--- config.mk ---
export PLATFORM = sky130hd
export DESIGN_NAME = double_buffer_record_allocator
export DESIGN_NICKNAME = d
export VERILOG_FILES = /design/src/hdl/dbra_pkg.sv /design/src/hdl/dbra_step.sv /design/src/hdl/double_buffer_record_allocator.sv
export VERILOG_INCLUDE_DIRS = /design/src /design/src/hdl
export SDC_FILE = /design/constraint.sdc
export NUM_CORES = 1
export LEC_CHECK = 0
export ABC_CLOCK_PERIOD_IN_PS = 5020
export BUFFER_PORTS_ARGS = -buffer_cell sky130_fd_sc_hd__buf_4
export CORE_UTILIZATION = 53
export DETAILED_ROUTE_END_ITERATION = 10
export PLACE_DENSITY_LB_ADDON = 0.25
export SETUP_SLACK_MARGIN = 0.05
export SLEW_MARGIN = 20
export SYNTH_ARGS = -nofsm -noshare
export SYNTH_HDL_FRONTEND = slang
export SYNTH_SLANG_ARGS = --single-unit
--- constraint.sdc ---
create_clock -name clk -period 5.02 [get_ports clk]
set_clock_uncertainty 0.15 [all_clocks]
set_input_delay 1.004 -clock clk [delete_from_list [all_inputs] [get_ports clk]]
set_output_delay 1.004 -clock clk [all_outputs]
set_load 0.05 [all_outputs]
--- src/hdl/double_buffer_record_allocator_defines.svh ---
// ----------------------------------------------------------------------------
// Double buffer record allocator assertion macros
// Concurrent assertion wrappers clocked on clk, with and without reset gating.
// ----------------------------------------------------------------------------
`ifndef DOUBLE_BUFFER_RECORD_ALLOCATOR_DEFINES_SVH
`define DOUBLE_BUFFER_RECORD_ALLOCATOR_DEFINES_SVH

`ifndef ASSERT_OFF
`define DBRA_ASSERT(lbl, prop) \
  lbl: assert property (@(posedge clk) disable iff (!rst_n) prop) \
    else $error("dbra assertion failed");
`define DBRA_ASSERT_RST(lbl, prop) \
  lbl: assert property (@(posedge clk) prop) \
    else $error("dbra reset assertion failed");
`else
`define DBRA_ASSERT(lbl, prop)
`define DBRA_ASSERT_RST(lbl, prop)
`endif

`endif

--- src/hdl/dbra_pkg.sv ---
// ----------------------------------------------------------------------------
// Double buffer record allocator package
// Shared widths, codes and record types for the allocator.
// ----------------------------------------------------------------------------
package dbra_pkg;

  localparam int MAX_RECORD_BYTES = 65536;
  localparam int OFFSET_BITS      = 21;
  localparam int SIZE_W           = 21;
  localparam int WRAP_W           = 32;
  localparam int SUM_W            = 34;
  localparam int CFG_IDX_W        = 2;
  localparam int IN_DATA_W        = 56;
  localparam int OUT_DATA_W       = 96;

  typedef enum logic [1:0] {
    ACT_ALLOC      = 2'd0,
    ACT_SERVICE    = 2'd1,
    ACT_FORCE_FULL = 2'd2,
    ACT_CLEAR      = 2'd3
  } action_t;

  typedef enum logic [2:0] {
    ST_ALLOC    = 3'd0,
    ST_SWITCH   = 3'd1,
    ST_FULL     = 3'd2,
    ST_SERVICED = 3'd3,
    ST_REFUSED  = 3'd4,
    ST_DONE     = 3'd5
  } status_t;

  localparam logic [CFG_IDX_W-1:0] CFG_BUFFER0_SIZE = 2'd0;
  localparam logic [CFG_IDX_W-1:0] CFG_BUFFER1_SIZE = 2'd1;

  typedef struct packed {
    action_t             action;
    logic [SIZE_W-1:0]   record_len;
    logic [WRAP_W-1:0]   serviced_wrap;
  } req_t;

  typedef struct packed {
    logic [OFFSET_BITS-1:0] fill;
    logic [WRAP_W-1:0]      wrap;
    logic [1:0]             flags;
  } state_t;

  typedef struct packed {
    status_t             status;
    logic                buffer_select;
    logic [SIZE_W-1:0]   start_offset;
    logic [WRAP_W-1:0]   prev_wrap;
    logic [SIZE_W-1:0]   prev_offset;
    logic [SIZE_W-1:0]   bytes_allocated;
  } res_t;

endpackage

--- src/hdl/dbra_step.sv ---
// ----------------------------------------------------------------------------
// Double buffer record allocator step
// One atomic allocator step: next state and result for one request.
// ----------------------------------------------------------------------------
module dbra_step (
  input  dbra_pkg::req_t                  req,
  input  dbra_pkg::state_t                st,
  input  logic [dbra_pkg::SIZE_W-1:0]     buf0_size,
  input  logic [dbra_pkg::SIZE_W-1:0]     buf1_size,
  output dbra_pkg::state_t                st_nxt,
  output dbra_pkg::res_t                  res
);
  import dbra_pkg::*;

  logic              cur;
  logic              nxt;
  logic [SIZE_W-1:0] cur_size;
  logic [SUM_W-1:0]  sum;

  always_comb begin
    cur      = st.wrap[0];
    nxt      = ~cur;
    cur_size = cur ? buf1_size : buf0_size;
    sum      = SUM_W'(st.fill) + SUM_W'(req.record_len);
    st_nxt   = st;
    res      = '0;
    res.status = ST_DONE;
    case (req.action)
      ACT_ALLOC: begin
        if (req.record_len > SIZE_W'(MAX_RECORD_BYTES)) begin
          res.status = ST_FULL;
        end else if (sum > SUM_W'(cur_size)) begin
          if (st.flags[nxt] || (buf1_size == '0)) begin
            res.status = ST_FULL;
          end else begin
            res.prev_wrap     = st.wrap;
            res.prev_offset   = SIZE_W'(st.fill);
            st_nxt.flags[cur] = 1'b1;
            st_nxt.wrap       = st.wrap + WRAP_W'(1);
            st_nxt.fill       = OFFSET_BITS'(req.record_len);
            res.status        = ST_SWITCH;
            res.buffer_select = nxt;
          end
        end else begin
          res.start_offset  = SIZE_W'(st.fill);
          st_nxt.fill       = OFFSET_BITS'(sum);
          res.status        = ST_ALLOC;
          res.buffer_select = cur;
        end
      end
      ACT_SERVICE: begin
        if ((st.wrap == (req.serviced_wrap + WRAP_W'(1))) &&
            st.flags[req.serviced_wrap[0]]) begin
          st_nxt.flags[req.serviced_wrap[0]] = 1'b0;
          res.status = ST_SERVICED;
        end else begin
          res.status = ST_REFUSED;
        end
      end
      ACT_FORCE_FULL: begin
        st_nxt.flags[nxt] = 1'b1;
        st_nxt.fill       = OFFSET_BITS'(cur_size);
      end
      ACT_CLEAR: begin
        st_nxt = '0;
      end
      default: begin
        st_nxt = st;
      end
    endcase
    res.bytes_allocated = SIZE_W'(st_nxt.fill);
  end

endmodule

--- src/hdl/double_buffer_record_allocator.sv ---
// ----------------------------------------------------------------------------
// Double buffer record allocator
// Bump allocator over two trace buffers with wrap count and filled flags.
// ----------------------------------------------------------------------------
// One request is accepted every cycle unless the result is stalled. Each
// request is held in the input register, then captured in the result
// register, which drives out_tvalid. The allocator state is updated as a
// request moves from the input register into the result register, so
// consecutive requests see each other's effects with no gap. A stalled
// result holds the pipeline; the input side keeps taking a transfer as
// long as the input register can advance. Buffer sizes are to be written
// through the cfg port while the block is idle; it does not enforce this.
// ----------------------------------------------------------------------------
`include "double_buffer_record_allocator_defines.svh"

module double_buffer_record_allocator (
  input  logic                                clk,
  input  logic                                rst_n,
  input  logic                                cfg_wr_en,
  input  logic [dbra_pkg::CFG_IDX_W-1:0]      cfg_index,
  input  logic [dbra_pkg::SIZE_W-1:0]         cfg_wdata,
  input  logic                                in_tvalid,
  output logic                                in_tready,
  // record_len[20:0], serviced_wrap[52:21], zero pad
  input  logic [dbra_pkg::IN_DATA_W-1:0]      in_tdata,
  // action[1:0]
  input  logic [1:0]                          in_tuser,
  output logic                                out_tvalid,
  input  logic                                out_tready,
  // buffer_select[0], start_offset[21:1], prev_wrap[53:22],
  // prev_offset[74:54], bytes_allocated[95:75]
  output logic [dbra_pkg::OUT_DATA_W-1:0]     out_tdata,
  // status[2:0]
  output logic [2:0]                          out_tuser
);
  import dbra_pkg::*;

  logic [SIZE_W-1:0] buf0_size_r;
  logic [SIZE_W-1:0] buf1_size_r;
  logic              s1_v_r;
  req_t              s1_req_r;
  state_t            st_r;
  state_t            st_nxt;
  logic              out_v_r;
  res_t              res_r;
  res_t              res_nxt;
  logic              advance;
  req_t              in_req;

  assign in_req.action        = action_t'(in_tuser);
  assign in_req.record_len    = in_tdata[SIZE_W-1:0];
  assign in_req.serviced_wrap = in_tdata[SIZE_W+WRAP_W-1:SIZE_W];

  assign advance   = s1_v_r && (!out_v_r || out_tready);
  assign in_tready = !s1_v_r || advance;

  dbra_step u_step (
    .req       (s1_req_r),
    .st        (st_r),
    .buf0_size (buf0_size_r),
    .buf1_size (buf1_size_r),
    .st_nxt    (st_nxt),
    .res       (res_nxt)
  );

  always_ff @(posedge clk) begin
    if (!rst_n) begin
      buf0_size_r <= '0;
      buf1_size_r <= '0;
      s1_v_r      <= 1'b0;
      out_v_r     <= 1'b0;
      st_r        <= '0;
    end else begin
      if (cfg_wr_en) begin
        case (cfg_index)
          CFG_BUFFER0_SIZE: buf0_size_r <= cfg_wdata;
          CFG_BUFFER1_SIZE: buf1_size_r <= cfg_wdata;
          default: ;
        endcase
      end
      if (in_tready) begin
        s1_v_r <= in_tvalid;
      end
      if (advance) begin
        out_v_r <= 1'b1;
        st_r    <= st_nxt;
      end else if (out_tready) begin
        out_v_r <= 1'b0;
      end
    end
  end

  always_ff @(posedge clk) begin
    if (in_tready && in_tvalid) begin
      s1_req_r <= in_req;
    end
    if (advance) begin
      res_r <= res_nxt;
    end
  end

  assign out_tvalid = out_v_r;
  assign out_tuser  = res_r.status;
  assign out_tdata  = {res_r.bytes_allocated, res_r.prev_offset, res_r.prev_wrap,
                       res_r.start_offset, res_r.buffer_select};

  `DBRA_ASSERT_RST(a_reset_idle, !rst_n |=> !out_tvalid)
  `DBRA_ASSERT(a_take_when_free, (!out_tvalid || out_tready) |-> in_tready)
  `DBRA_ASSERT(a_no_grant_zero,
    (out_tvalid && (res_r.status != ST_ALLOC) && (res_r.status != ST_SWITCH)) |->
    (!res_r.buffer_select && (res_r.start_offset == '0)))
  `DBRA_ASSERT(a_alloc_grows,
    (out_tvalid && (res_r.status == ST_ALLOC)) |->
    (res_r.bytes_allocated >= res_r.start_offset))

endmodule

==> results.sh <==
export IMPL_status="finished with violations"
export IMPL_failed_checks="negative setup slack"
export IMPL_syn_avg_cell_area_sq_um=10.2
export IMPL_totalWireLength_mm=38.4
export IMPL_dieHeight_um=161
export IMPL_htreeDepth=1
export IMPL_p_sw_frac=0.280
export IMPL_yosysWarningCount=0
export IMPL_drive_gt1_frac=0.312
export IMPL_irDropWorstVdd_uv=254
export IMPL_hold_viol=0
export IMPL_start_util=0.547
export IMPL_layout_common_cells="268 x buf_4, 154 x edfxtp_1, 151 x nand2_1, 98 x dfxtp_1, 80 x nor2_1"
export IMPL_p_seq_frac=0.460
export IMPL_vias_per_cell=5.94
export IMPL_synth_seq_cells=253
export IMPL_grt_max_degree=74
export IMPL_syn_nets=1445
export IMPL_crit_required_ns=5.26
export IMPL_dp_slack_ns=-0.116
export IMPL_synthArstFlopShare=0
export IMPL_setup_violations=19
export IMPL_io_pins=187
export IMPL_p_leak_nw=6.68
export IMPL_grt_usage=0.276
export IMPL_drtAntennaViolNets=0
export IMPL_cts_buffer_depth=3
export IMPL_cts_sinks=253
export IMPL_power_internal_mw=3.68
export IMPL_p_switching_mw=1.43
export IMPL_cts_tree="yes"
export IMPL_cp_start_kind="flop"
export IMPL_seq_area_frac_synth=0.491
export IMPL_num_nets_final=1700
export IMPL_crit_chain="ha_4, inv_2, fa_2, nor2b_2, o31a_1, o2111ai_2, buf_4, nand3_1, buf_4, a21o_1, a21oi_2, xnor2_2, ha_1, nand2_1, o21ai_0, a221oi_2, buf_4, a2111oi_4, o31ai_4, buf_12, clkbuf_16, nor4_2, xnor2_1, nor2_1"
export IMPL_grt_ovfl_total=0
export IMPL_crit_family="compound AO/OA/AOI/OAI gates"
export IMPL_first_global_vias=10246
export IMPL_grt_antenna_before_repair=0
export IMPL_finalNonFillerCells=1913
export IMPL_drc=0
export IMPL_cts_buffers_inserted=26
export IMPL_p_comb_frac=0.181
export IMPL_rows=57
export IMPL_dp_cells=1835
export IMPL_ys_types=92
export IMPL_fmax_mhz=195
export IMPL_via_count=11359
export IMPL_worst_path_largest_cell_delay_ns=0.44
export IMPL_io_buffers=183
export IMPL_die_area_sq_um=26000
export IMPL_dp_hpwl_mm=26.3
export IMPL_ys_flop_type="edfxtp_1"
export IMPL_fp_dieW_um=161
export IMPL_worstHoldPathType="flop to flop"
export IMPL_synthCells=1314
export IMPL_relSlewSlack=0.256
export IMPL_tightest_slew_ns=1.12
export IMPL_rsz0062_at_grt="true"
export IMPL_synthesis_area_sq_um=13500
export IMPL_clk_latency_ns=0.54
export IMPL_cts_clk_slew_worst_paths_ns=0.07
export IMPL_drt_iter0_markers=989
export IMPL_path_common_cell="buf_4"
export IMPL_slew_viol_final=0
export IMPL_crit_fanout=11
export IMPL_worstSetupPathType="flop to flop"
export IMPL_area_growth_pct=29.6
export IMPL_n_antenna_cell=0
export IMPL_wl_per_cell_um=20.1
export IMPL_critPathArrivalTime_ns=5.38
export IMPL_powerDensity_nw_per_um2=293
export IMPL_power_frac_clock=0.359
export IMPL_post_route_period_util=1.02
export IMPL_worst_path_buf_inv=6
export IMPL_routabilityCongestion=0.943
export IMPL_core_sq_um=24600
export IMPL_synth_edf_count=154
export IMPL_grt_pass1_wl_mm=56.0
export IMPL_drt_pass1_iter_count=5
export IMPL_setup_ws_ns=-0.117
export IMPL_drv_cap=0
export IMPL_min_period_ns=5.14
export IMPL_cts_root_buf="clkbuf_16"
export IMPL_end_kind="flop"
export IMPL_layout_commonest_cell="buf_4"
export IMPL_slowest_stage="a2111oi_4"
synthesized netlist by cell type (9+ instances only):
cell type	instances	area, sq um
ha_1	44	551
or3_1	9	56.3
inv_1	33	124
nor4_1	17	106
nor4_2	22	275
nor2_1	86	323
xnor2_1	58	508
nor3_1	37	185
o21ai_0	46	230
a21o_1	24	180
nand2_1	153	574
nand4_1	20	125
o211ai_1	10	75.1
and2_1	72	450
nor2b_1	15	93.8
nand3_1	34	170
edfxtp_1	154	4620
a21oi_1	40	200
dfxtp_1	99	1980
clkbuf_1	54	203
a21boi_0	44	330
mux2i_1	25	250
a31oi_1	13	81.3
and3_1	15	93.8
xor2_1	25	219
a211oi_1	12	90.1
worst min-delay path, delay by kind of cell (launching register included):
kind | cells | cell delay (ns)
AO/OA/AOI/OAI | 1 | 0.06
AND/OR/NAND/NOR | 1 | 0.05
flip-flops | 1 | 0.31
through the flow:
stage | util | instance area, sq um | setup TNS [ns] | power [mW] | hold WS (ns)
floorplan | - | 13500 | 0 | 2.89 | 0.291
global placement | 0.634 | 15600 | -0.559 | 3.19 | 0.303
detailed placement | 0.635 | 15600 | -1.08 | 3.20 | 0.308
CTS | 0.670 | 16500 | 0 | 5.02 | 0.317
global route | 0.709 | 17400 | -6.74 | 5.28 | 0.335
finish | 0.709 | 17400 | -1.13 | 5.11 | 0.315
registers in the layout, summed over array words and instances, names as in the netlist:
name and cells:
out_tuser 3, out_tvalid 1, s1_v_r 1, buf1_size_r 21, buf0_size_r 21, s1_req_r 55
out_tdata 96, st_r 55
power by group through the flow:
stage / combinational [mW] / sequential (mW) / clock (mW)
6_report: 0.927 / 2.35 / 1.83
5_1_grt: 0.984 / 2.36 / 1.94
4_1_cts: 0.817 / 2.35 / 1.86
3_5_place_dp: 0.804 / 2.39 / 0
3_3_place_gp: 0.796 / 2.39 / 0
2_1_floorplan: 0.390 / 2.50 / 0
metal layers:
metal / GRT usage / part of all wire / vias to the layer above
li1: - / - / 5338
met1: 0.417 / 0.45 / 5412
met2: 0.414 / 0.45 / 536
met3: 0.0401 / 0.083 / 73
met4: 0.0755 / 0.024 / 0
met5: 0 / 0 / -
cell type report:
| cell class | count | area (sq um) |
|---|---|---|
| clock inverters | 15 | 80.1 |
| multi-input cells | 959 | 7030 |
| inverters | 34 | 130 |
| clock buffers | 33 | 728 |
| well taps | 324 | 405 |
| flip-flops and latches | 253 | 6610 |
| repair buffers | 295 | 2450 |
| fillers | 1860 | 7170 |
worst paths after layout:
kind | from | to | slack [ns] | cells past startpoint
setup / recovery | s1_req_r[32] | st_r[30] | -0.12 | 24
hold / removal | buf0_size_r[3] | buf0_size_r[3] | 0.31 | 2
setup reg to reg | s1_req_r[32] | st_r[30] | -0.12 | 24
hold reg to reg | buf0_size_r[3] | buf0_size_r[3] | 0.31 | 2
kinds of logic (layout without fill, tap and decap cells):
| family | count (synthesis) | in the layout | share of synthesized area |
|---|---|---|---|
| buffers and inverters | 102 | 377 | 0.0312 |
| AND/OR/NAND/NOR | 528 | 528 | 0.212 |
| AO/OA/AOI/OAI | 271 | 271 | 0.145 |
| adder cells (fa/ha/maj) | 45 | 45 | 0.0424 |
| XOR/XNOR | 83 | 83 | 0.0540 |
| flip-flops | 253 | 253 | 0.491 |
| multiplexers | 32 | 32 | 0.0247 |
repair_timing:
item,CTS,global route
hold buffers,0,0
gates cloned,0,8
setup endpoints to repair,105,149
buffers inserted,2,20
pin swaps,7,56
gates resized for setup,11,145
(Power assumes the default switching activity.)
